==> config.mk <==
export PLATFORM = sky130hd
export DESIGN_NAME = utf8_lcd_glyph_cache
export DESIGN_NICKNAME = d
export VERILOG_FILES = /design/src/hw/rtl/u8lcd_pkg.sv /design/src/hw/rtl/u8lcd_lib.sv /design/src/hw/rtl/utf8_lcd_glyph_cache.sv
export SDC_FILE = /design/constraint.sdc
export NUM_CORES = 1
export LEC_CHECK = 0
export BUFFER_PORTS_ARGS = -buffer_cell sky130_fd_sc_hd__clkbuf_2
export CORE_AREA = 3 3 282 284
export DETAILED_ROUTE_END_ITERATION = 6
export DIE_AREA = 0 0 285 287
export GPL_TIMING_DRIVEN = 0
export PLACE_DENSITY = 0.84
export RECOVER_POWER = 25
export SLEW_MARGIN = 30
export SYNTH_ARGS = -nofsm -noshare
export SYNTH_HDL_FRONTEND = slang
export SYNTH_HIERARCHICAL = 1
export SYNTH_SLANG_ARGS = --single-unit
==> constraint.sdc <==
create_clock -name clk -period 8.4 [get_ports clk]
set_input_delay 0.84 -clock clk [delete_from_list [all_inputs] [get_ports clk]]
set_output_delay 0.84 -clock clk [all_outputs]
set_load 0.005 [all_outputs]
==> src/hw/rtl/u8lcd_pkg.sv <==
// Shared constants and types of the UTF-8 LCD glyph cache.
package u8lcd_pkg;

	// Glyph library and custom character slots
	localparam int LIB_DEPTH   = 64;
	localparam int LIB_AW      = $clog2(LIB_DEPTH);
	localparam int CNT_W       = LIB_AW + 1;
	localparam int GLYPH_CNT_W = 7;
	localparam int SLOT_COUNT  = 8;
	localparam int SLOT_W      = 3;
	localparam int CODE_W      = 16;

	// Input commands (tuser)
	localparam logic [1:0] CMD_TEXT   = 2'd0;
	localparam logic [1:0] CMD_START  = 2'd1;
	localparam logic [1:0] CMD_LIB_WR = 2'd2;

	// Result kinds (tuser)
	localparam logic OP_WRITE = 1'b0;
	localparam logic OP_LOAD  = 1'b1;

	localparam logic [7:0] CHAR_SPACE = 8'h20;

	// Library search status
	typedef struct packed {
		logic              done;
		logic              found;
		logic [LIB_AW-1:0] index;
	} lib_status_t;

endpackage

==> src/hw/rtl/u8lcd_lib.sv <==
// Glyph code library memory with a linear search engine.
module u8lcd_lib
	import u8lcd_pkg::*;
(
	input  logic              clk,
	input  logic              arst_n,
	input  logic              wr_en,
	input  logic [LIB_AW-1:0] wr_idx,
	input  logic [CODE_W-1:0] wr_code,
	input  logic              start,
	input  logic [CODE_W-1:0] key,
	input  logic [CNT_W-1:0]  limit,
	output lib_status_t       status
);

	logic [CODE_W-1:0] mem_q [LIB_DEPTH];
	logic [CODE_W-1:0] rd_data_s1;
	logic [LIB_AW-1:0] rd_idx_s1;
	logic              rd_vld_s1;
	logic              busy_q;
	logic [CNT_W-1:0]  cnt_q;
	logic [CNT_W-1:0]  limit_q;
	logic [CODE_W-1:0] key_q;
	logic              issue;
	logic              hit;
	logic              at_end;
	logic              done;

	// Memory: one write port, one registered read port walking the entries
	always_ff @(posedge clk) begin
		if (wr_en) begin
			mem_q[wr_idx] <= wr_code;
		end
		rd_data_s1 <= mem_q[cnt_q[LIB_AW-1:0]];
		rd_idx_s1  <= cnt_q[LIB_AW-1:0];
	end

	always_ff @(posedge clk) begin
		if (start) begin
			key_q   <= key;
			limit_q <= limit;
		end
	end

	assign hit    = rd_vld_s1 && (rd_data_s1 == key_q);
	assign at_end = rd_vld_s1 && ({1'b0, rd_idx_s1} == (limit_q - CNT_W'(1)));
	assign done   = busy_q && (hit || at_end);
	assign issue  = busy_q && !done && (cnt_q < limit_q);

	// Search control
	always_ff @(posedge clk or negedge arst_n) begin
		if (!arst_n) begin
			busy_q    <= 1'b0;
			cnt_q     <= '0;
			rd_vld_s1 <= 1'b0;
		end else if (start) begin
			busy_q    <= 1'b1;
			cnt_q     <= '0;
			rd_vld_s1 <= 1'b0;
		end else begin
			rd_vld_s1 <= issue;
			if (issue) begin
				cnt_q <= cnt_q + CNT_W'(1);
			end
			if (done) begin
				busy_q <= 1'b0;
			end
		end
	end

	assign status.done  = done;
	assign status.found = hit;
	assign status.index = rd_idx_s1;

endmodule

==> src/hw/rtl/utf8_lcd_glyph_cache.sv <==
// UTF-8 byte stream decoder with a FIFO-replaced custom glyph cache for a character LCD.
// An ASCII character or slot hit goes from acceptance to the emit state, then to the output
// register; the next request is taken when the emit state hands it on, which waits while
// the output is held. A miss walks the library one entry per cycle, then a found glyph
// issues a load through the load state before its write. Other requests leave it idle.
// Reset clears control state and slot valid bits; library contents stay undefined until written.
module utf8_lcd_glyph_cache
	import u8lcd_pkg::*;
(
	input  logic        clk,
	input  logic        arst_n,
	input  logic        cfg_valid,
	output logic        cfg_ready,
	input  logic [6:0]  cfg_data,       // glyph_count
	input  logic        s_axis_tvalid,
	output logic        s_axis_tready,
	input  logic [39:0] s_axis_tdata,   // byte_in, max_chars, entry_index, entry_code, pad
	input  logic [1:0]  s_axis_tuser,   // cmd
	output logic        m_axis_tvalid,
	input  logic        m_axis_tready,
	output logic [23:0] m_axis_tdata,   // char_code, slot, glyph_index, pad
	output logic [0:0]  m_axis_tuser,   // op
	output logic        m_axis_tlast
);

	typedef enum logic [3:0] {
		ST_IDLE   = 4'b0001,
		ST_SEARCH = 4'b0010,
		ST_LOAD   = 4'b0100,
		ST_EMIT   = 4'b1000
	} state_t;

	state_t            state_q;
	logic [GLYPH_CNT_W-1:0] glyph_count_q;
	logic [CODE_W-1:0] partial_q;
	logic [1:0]        pending_q;
	logic [7:0]        chars_left_q;
	logic              stopped_q;
	logic [SLOT_W-1:0] slot_ptr_q;
	logic [SLOT_COUNT-1:0] slot_vld_q;
	logic [CODE_W-1:0] slot_tag_q [SLOT_COUNT];
	logic [CODE_W-1:0] key_q;
	logic [7:0]        char_q;
	logic [LIB_AW-1:0] gidx_q;

	logic              m_valid_q;
	logic              m_op_q;
	logic              m_last_q;
	logic [7:0]        m_char_q;
	logic [SLOT_W-1:0] m_slot_q;
	logic [LIB_AW-1:0] m_gidx_q;

	logic [7:0]        in_byte;
	logic [7:0]        in_max;
	logic [1:0]        in_cmd;
	logic              s_fire;
	logic              out_free;
	logic [CODE_W-1:0] nxt_partial;
	logic [1:0]        nxt_pending;
	logic [CODE_W-1:0] dec_code;
	logic              dec_emit;
	logic              dec_stop;
	logic              hit;
	logic [SLOT_W-1:0] hit_idx;
	logic [CNT_W-1:0]  limit;
	logic              text_ok;
	logic              search_start;
	logic [7:0]        chars_dec;
	lib_status_t       lib_st;

	assign in_byte  = s_axis_tdata[7:0];
	assign in_max   = s_axis_tdata[15:8];
	assign in_cmd   = s_axis_tuser;
	assign s_axis_tready = (state_q == ST_IDLE);
	assign s_fire   = s_axis_tvalid && s_axis_tready;
	assign out_free = !m_valid_q || m_axis_tready;
	assign cfg_ready = 1'b1;

	// Config register
	always_ff @(posedge clk or negedge arst_n) begin
		if (!arst_n) begin
			glyph_count_q <= '0;
		end else if (cfg_valid) begin
			glyph_count_q <= cfg_data;
		end
	end

	assign limit = (glyph_count_q > GLYPH_CNT_W'(LIB_DEPTH)) ? CNT_W'(LIB_DEPTH)
		: CNT_W'(glyph_count_q);

	// UTF-8 byte decode
	always_comb begin
		nxt_partial = partial_q;
		nxt_pending = pending_q;
		dec_code    = '0;
		dec_emit    = 1'b0;
		dec_stop    = 1'b0;
		if (pending_q != 2'd0) begin
			nxt_partial = {partial_q[CODE_W-7:0], in_byte[5:0]};
			nxt_pending = pending_q - 2'd1;
			if (nxt_pending == 2'd0) begin
				dec_emit = 1'b1;
				dec_code = nxt_partial;
			end
		end else if (in_byte == 8'h00) begin
			dec_stop = 1'b1;
		end else if (in_byte < 8'h80) begin
			dec_emit = 1'b1;
			dec_code = {8'h00, in_byte};
		end else if ((in_byte & 8'hE0) == 8'hC0) begin
			nxt_partial = {11'd0, in_byte[4:0]};
			nxt_pending = 2'd1;
		end else if ((in_byte & 8'hF0) == 8'hE0) begin
			nxt_partial = {12'd0, in_byte[3:0]};
			nxt_pending = 2'd2;
		end
	end

	// Slot tag compare, lowest matching slot wins
	always_comb begin
		hit     = 1'b0;
		hit_idx = '0;
		for (int s = SLOT_COUNT - 1; s >= 0; s--) begin
			if (slot_vld_q[s] && (slot_tag_q[s] == dec_code)) begin
				hit     = 1'b1;
				hit_idx = SLOT_W'(s);
			end
		end
	end

	assign text_ok      = s_fire && (in_cmd == CMD_TEXT) && !stopped_q;
	assign search_start = text_ok && dec_emit && (dec_code >= CODE_W'(128)) && !hit
		&& (limit != '0);
	assign chars_dec    = (chars_left_q != 8'd0) ? chars_left_q - 8'd1 : 8'd0;

	u8lcd_lib u_lib (
		.clk     (clk),
		.arst_n  (arst_n),
		.wr_en   (s_fire && (in_cmd == CMD_LIB_WR)),
		.wr_idx  (s_axis_tdata[21:16]),
		.wr_code (s_axis_tdata[37:22]),
		.start   (search_start),
		.key     (dec_code),
		.limit   (limit),
		.status  (lib_st)
	);

	// Control state machine
	always_ff @(posedge clk or negedge arst_n) begin
		if (!arst_n) begin
			state_q      <= ST_IDLE;
			partial_q    <= '0;
			pending_q    <= '0;
			chars_left_q <= '0;
			stopped_q    <= 1'b1;
			slot_ptr_q   <= '0;
			slot_vld_q   <= '0;
		end else begin
			case (state_q)
				ST_IDLE: begin
					if (s_fire && (in_cmd == CMD_START)) begin
						chars_left_q <= in_max;
						stopped_q    <= (in_max == 8'd0);
						partial_q    <= '0;
						pending_q    <= '0;
					end else if (text_ok) begin
						partial_q <= nxt_partial;
						pending_q <= nxt_pending;
						if (dec_stop || (dec_emit && (dec_code == '0))) begin
							stopped_q <= 1'b1;
						end else if (dec_emit) begin
							if (search_start) begin
								state_q <= ST_SEARCH;
							end else begin
								state_q <= ST_EMIT;
							end
						end
					end
				end
				ST_SEARCH: begin
					if (lib_st.done) begin
						state_q <= lib_st.found ? ST_LOAD : ST_EMIT;
					end
				end
				ST_LOAD: begin
					if (out_free) begin
						slot_vld_q[slot_ptr_q] <= 1'b1;
						slot_ptr_q <= slot_ptr_q + SLOT_W'(1);
						state_q    <= ST_EMIT;
					end
				end
				ST_EMIT: begin
					if (out_free) begin
						chars_left_q <= chars_dec;
						if (chars_dec == 8'd0) begin
							stopped_q <= 1'b1;
						end
						state_q <= ST_IDLE;
					end
				end
				default: begin
					state_q <= ST_IDLE;
				end
			endcase
		end
	end

	// Working payload: search key, character to write, slot tags
	always_ff @(posedge clk) begin
		if (text_ok && dec_emit) begin
			key_q <= dec_code;
			if (dec_code < CODE_W'(128)) begin
				char_q <= dec_code[7:0];
			end else if (hit) begin
				char_q <= {{(8 - SLOT_W){1'b0}}, hit_idx};
			end else begin
				char_q <= CHAR_SPACE;
			end
		end
		if ((state_q == ST_SEARCH) && lib_st.done) begin
			gidx_q <= lib_st.index;
			char_q <= CHAR_SPACE;
		end
		if ((state_q == ST_LOAD) && out_free) begin
			slot_tag_q[slot_ptr_q] <= key_q;
			char_q <= {{(8 - SLOT_W){1'b0}}, slot_ptr_q};
		end
	end

	// Output register
	always_ff @(posedge clk or negedge arst_n) begin
		if (!arst_n) begin
			m_valid_q <= 1'b0;
		end else if (out_free) begin
			m_valid_q <= (state_q == ST_LOAD) || (state_q == ST_EMIT);
		end
	end

	always_ff @(posedge clk) begin
		if (out_free) begin
			if (state_q == ST_LOAD) begin
				m_op_q   <= OP_LOAD;
				m_last_q <= 1'b0;
				m_char_q <= 8'd0;
				m_slot_q <= slot_ptr_q;
				m_gidx_q <= gidx_q;
			end else begin
				m_op_q   <= OP_WRITE;
				m_last_q <= 1'b1;
				m_char_q <= char_q;
				m_slot_q <= '0;
				m_gidx_q <= '0;
			end
		end
	end

	assign m_axis_tvalid = m_valid_q;
	assign m_axis_tdata  = {7'd0, m_gidx_q, m_slot_q, m_char_q};
	assign m_axis_tuser  = m_op_q;
	assign m_axis_tlast  = m_last_q;

	// A load request is never the final one of its character
	a_load_not_last: assert property (@(posedge clk) disable iff (!arst_n)
		(m_axis_tvalid && (m_axis_tuser == OP_LOAD)) |-> !m_axis_tlast)
		else $error("load request marked last");

	// The slot pointer advances exactly when a load leaves
	a_ptr_step: assert property (@(posedge clk) disable iff (!arst_n)
		((state_q == ST_LOAD) && out_free) |=> (slot_ptr_q == $past(slot_ptr_q) + SLOT_W'(1)))
		else $error("slot pointer did not advance on load");

	// The library search only finishes while the controller waits for it
	a_search_done: assert property (@(posedge clk) disable iff (!arst_n)
		lib_st.done |-> (state_q == ST_SEARCH))
		else $error("library search finished outside search state");

endmodule

==> metrics.cfg <==
[setup_path]
cp-end-kind = flop
cpMaxStageDelayCell = and4_2
max_stage_delay_ns = 0.82
crit_fanout = 27
worstPathRequired_ns = 8.96
critPathKind = flop to flop
cp-start-kind = flop
r2r_slack_ns = 3.00
worst_ep_arrival_time_ns = 5.96
worstPathCellList = or4b_2 -> nor4_1 -> o41ai_2 -> or2_2 -> inv_1 -> nand2_1 -> a21oi_1 -> and4_2 -> clkbuf_1 -> nor2_1 -> mux2_1

[timing]
whs_ns = 0.3897
finalClockSkew_ns = 0.04450
drv_slew = 705
slew_headroom = -1.173
timing.fmax_mhz = 185.2
finalHoldViolCount = 0
rsz0062_at_grt = no
final-setup-viol-count = 0
tns_ns = 0
fin_crit_ns = 5.400
period_share = 0.6428
worst_slew_pin_slew_ns = 3.260

[synth]
async_reset_ff_frac = 0.04080
netlist.area_leader.share = 0.7095
synth_top_area_cell = edfxtp_1
ys_top_cells_by_area = edfxtp_1, mux4_2, dfrtp_1
synth_common_cells = edfxtp_1, mux4_2, nor2_1
synth_area_sq_um = 51590
synth_cell_types = 77
synth_edf_count = 1219
synth_area_per_cell_sq_um = 19.93
yosysSeqAreaShare = 0.7457
synth.most_common_cell = edfxtp_1
synth-seq-cells = 1299
synthCells = 2589
ys_warn_count = 6
synth_flop_cell = edfxtp_1

[floorplan]
die_h_um = 287
start_util = 0.6671
core-area_sq_um = 77340
io_pins = 83
num_rows = 102
die_x_um = 285
die_area_sq_um = 81800

[detailed_routing]
drtPass1Iterations = 7
ant_nets = 0
routed_wl_mm = 145.9
viasPerCell = 7.409
drc = 7
vias = 29350
wire_per_inst_um = 36.82
drtIter0Drc = 4493

[finish]
design_area_sq_um = 57850
area_delta_synth_final_pct = 12.14
drive_gt1_frac = 0.2545
fillers = 3920
final_cells = 3962
final_nets = 2880

[placed_design]
place_inst = 3735
dpl_cell_area_sq_um = 54050
io_buffers = 67
post-dp-hpwl_mm = 82.23
globalplace.congestion = 0.9218

[pwr]
ir_drop_mv = 0.3021
p_seq_frac = 0.560
p_switching_mw = 2.577
p_comb_frac = 0.014
p_int_mw = 10.05
p_per_area_nw_per_um2 = 218.2
swShare = 0.2041
power_frac_clock = 0.425
p_leak_nw = 18.19

[worst_hold_path]
hold_class = input port to flop

[clocking]
cts_setup_buffers = 0
ctsHoldBuffers = 0
cts_tree = yes
clock-sinks = 1299
clockBufferDepth = 3
numCtsBuffers = 119
cts-root-buf = clkbuf_16
clkSlewWorstSetupHoldPaths_ns = 0.06
post_cts_resized = 0
insertion_delay_ns = 0.72
h-tree-depth = 3

[run_status]
status = finished with violations
violations = design-rule violations, max-capacitance violations, max-slew violations

[global_route]
antenna_found_initial = 4
grtUsageTotal = 0.3636
grt_pass1_wl_mm = 210.5
grt_max_degree = 65
grt_pass1_vias = 29520
overflow = 0

[run]
cap_violations = 11

[routing by layer]
metal / global-route usage / vias to the layer above / wire (um)
met4: 0.2024 / 4 / 10860
li1: - / 11100 / -
met5: 0 / - / 23
met2: 0.6104 / 2743 / 73340
met3: 0.08319 / 671 / 16440
met1: 0.4433 / 14830 / 45220
[through the flow]
stage	utilization	setup slack (ns)	power, mW
2_1_floorplan	-	4.245	7.257
3_3_place_gp	0.6886	2.683	7.365
3_5_place_dp	0.6989	3.031	7.385
4_1_cts	0.7480	2.934	12.65
5_1_grt	0.7479	2.715	12.88
6_report	0.7481	3.000	12.63
[layout make-up]
class | instances | area, sq um | area share
clock inverters | 64 | 618.1 | 0.01068
well taps | 1040 | 1301 | 0.02249
repair buffers | 100 | 665.6 | 0.01151
diodes | 6 | 15.01 | 0.0002595
clock buffers | 157 | 3182 | 0.05500
flip-flops and latches | 1299 | 38470 | 0.6650
inverters | 35 | 131.4 | 0.002271
plain buffers | 133 | 681.9 | 0.01179
multi-input cells | 1128 | 12780 | 0.2210
[worst max-delay path, delay by kind of cell (launching register included)]
kind / cells / cell delay [ns]
buffers and inverters: 2 / 1.03
flip-flops: 1 / 0.57
AND/OR/NAND/NOR: 6 / 2.69
AO/OA/AOI/OAI: 2 / 0.67
multiplexers: 1 / 0.31
[cells in the final DEF, fill, tap and decap left out, types with 33 or more instances in the layout]
master / n
edfxtp_1: 1219
mux4_2: 320
clkbuf_16: 120
clkbuf_1: 107
nand2_1: 86
xnor2_1: 77
clkbuf_2: 60
nor2_1: 52
dfrtp_1: 51
a21oi_1: 49
nor2_4: 45
clkinv_1: 35
o21ai_0: 34
a22oi_1: 33
[final timing paths]
path                                 from            endpoint  depth (start not counted)
setup reg to reg               state_q[0]      u_lib/cnt_q[6]                         11
hold / removal                cfg_data[0]    glyph_count_q[0]                          2
hold reg to reg            u_lib/cnt_q[0]  u_lib/rd_idx_s1[0]                          0
min in group asynchronous          arst_n        pending_q[0]                          1
setup / recovery               state_q[0]      u_lib/cnt_q[6]                         11
max in group asynchronous          arst_n    glyph_count_q[0]                          1
[flip-flops by register name, summed over array words and instances, names as in the netlist, 2 cells and up]
signal,flops
glyph_count_q,7
char_q,8
m_slot_q,3
gidx_q,6
u_lib/limit_q,7
u_lib/rd_data_s1,16
partial_q,10
u_lib/rd_idx_s1,6
m_gidx_q,6
slot_ptr_q,3
u_lib/mem_q,1024
m_char_q,8
state_q,4
u_lib/cnt_q,7
pending_q,2
key_q,16
slot_tag_q,128
u_lib/key_q,16
slot_vld_q,8
chars_left_q,8
[power groups by stage]
stage                     combinational (mW)  sequential, mW  clock, mW
after global placement                 0.156            7.21          0
after global routing                   0.197            7.07       5.61
after detailed placement               0.178            7.21          0
after floorplan                       0.0532            7.20          0
after CTS                              0.183            7.07       5.40
final                                  0.183            7.07       5.37
[cell families (layout without fill, tap and decap cells)]
kind of cell             after synthesis  count (layout)  synth area share
flip-flops                          1299            1299            0.7457
AND/OR/NAND/NOR                      455             455           0.04809
multiplexers                         331             331            0.1421
AO/OA/AOI/OAI                        229             229           0.02990
buffers and inverters                168             489           0.01552
XOR/XNOR                              95              95           0.01613
adder cells (fa/ha/maj)               10              10          0.002425
other                                  2              14         0.0001456
No activity file was read; power rests on OpenSTA's default activity.
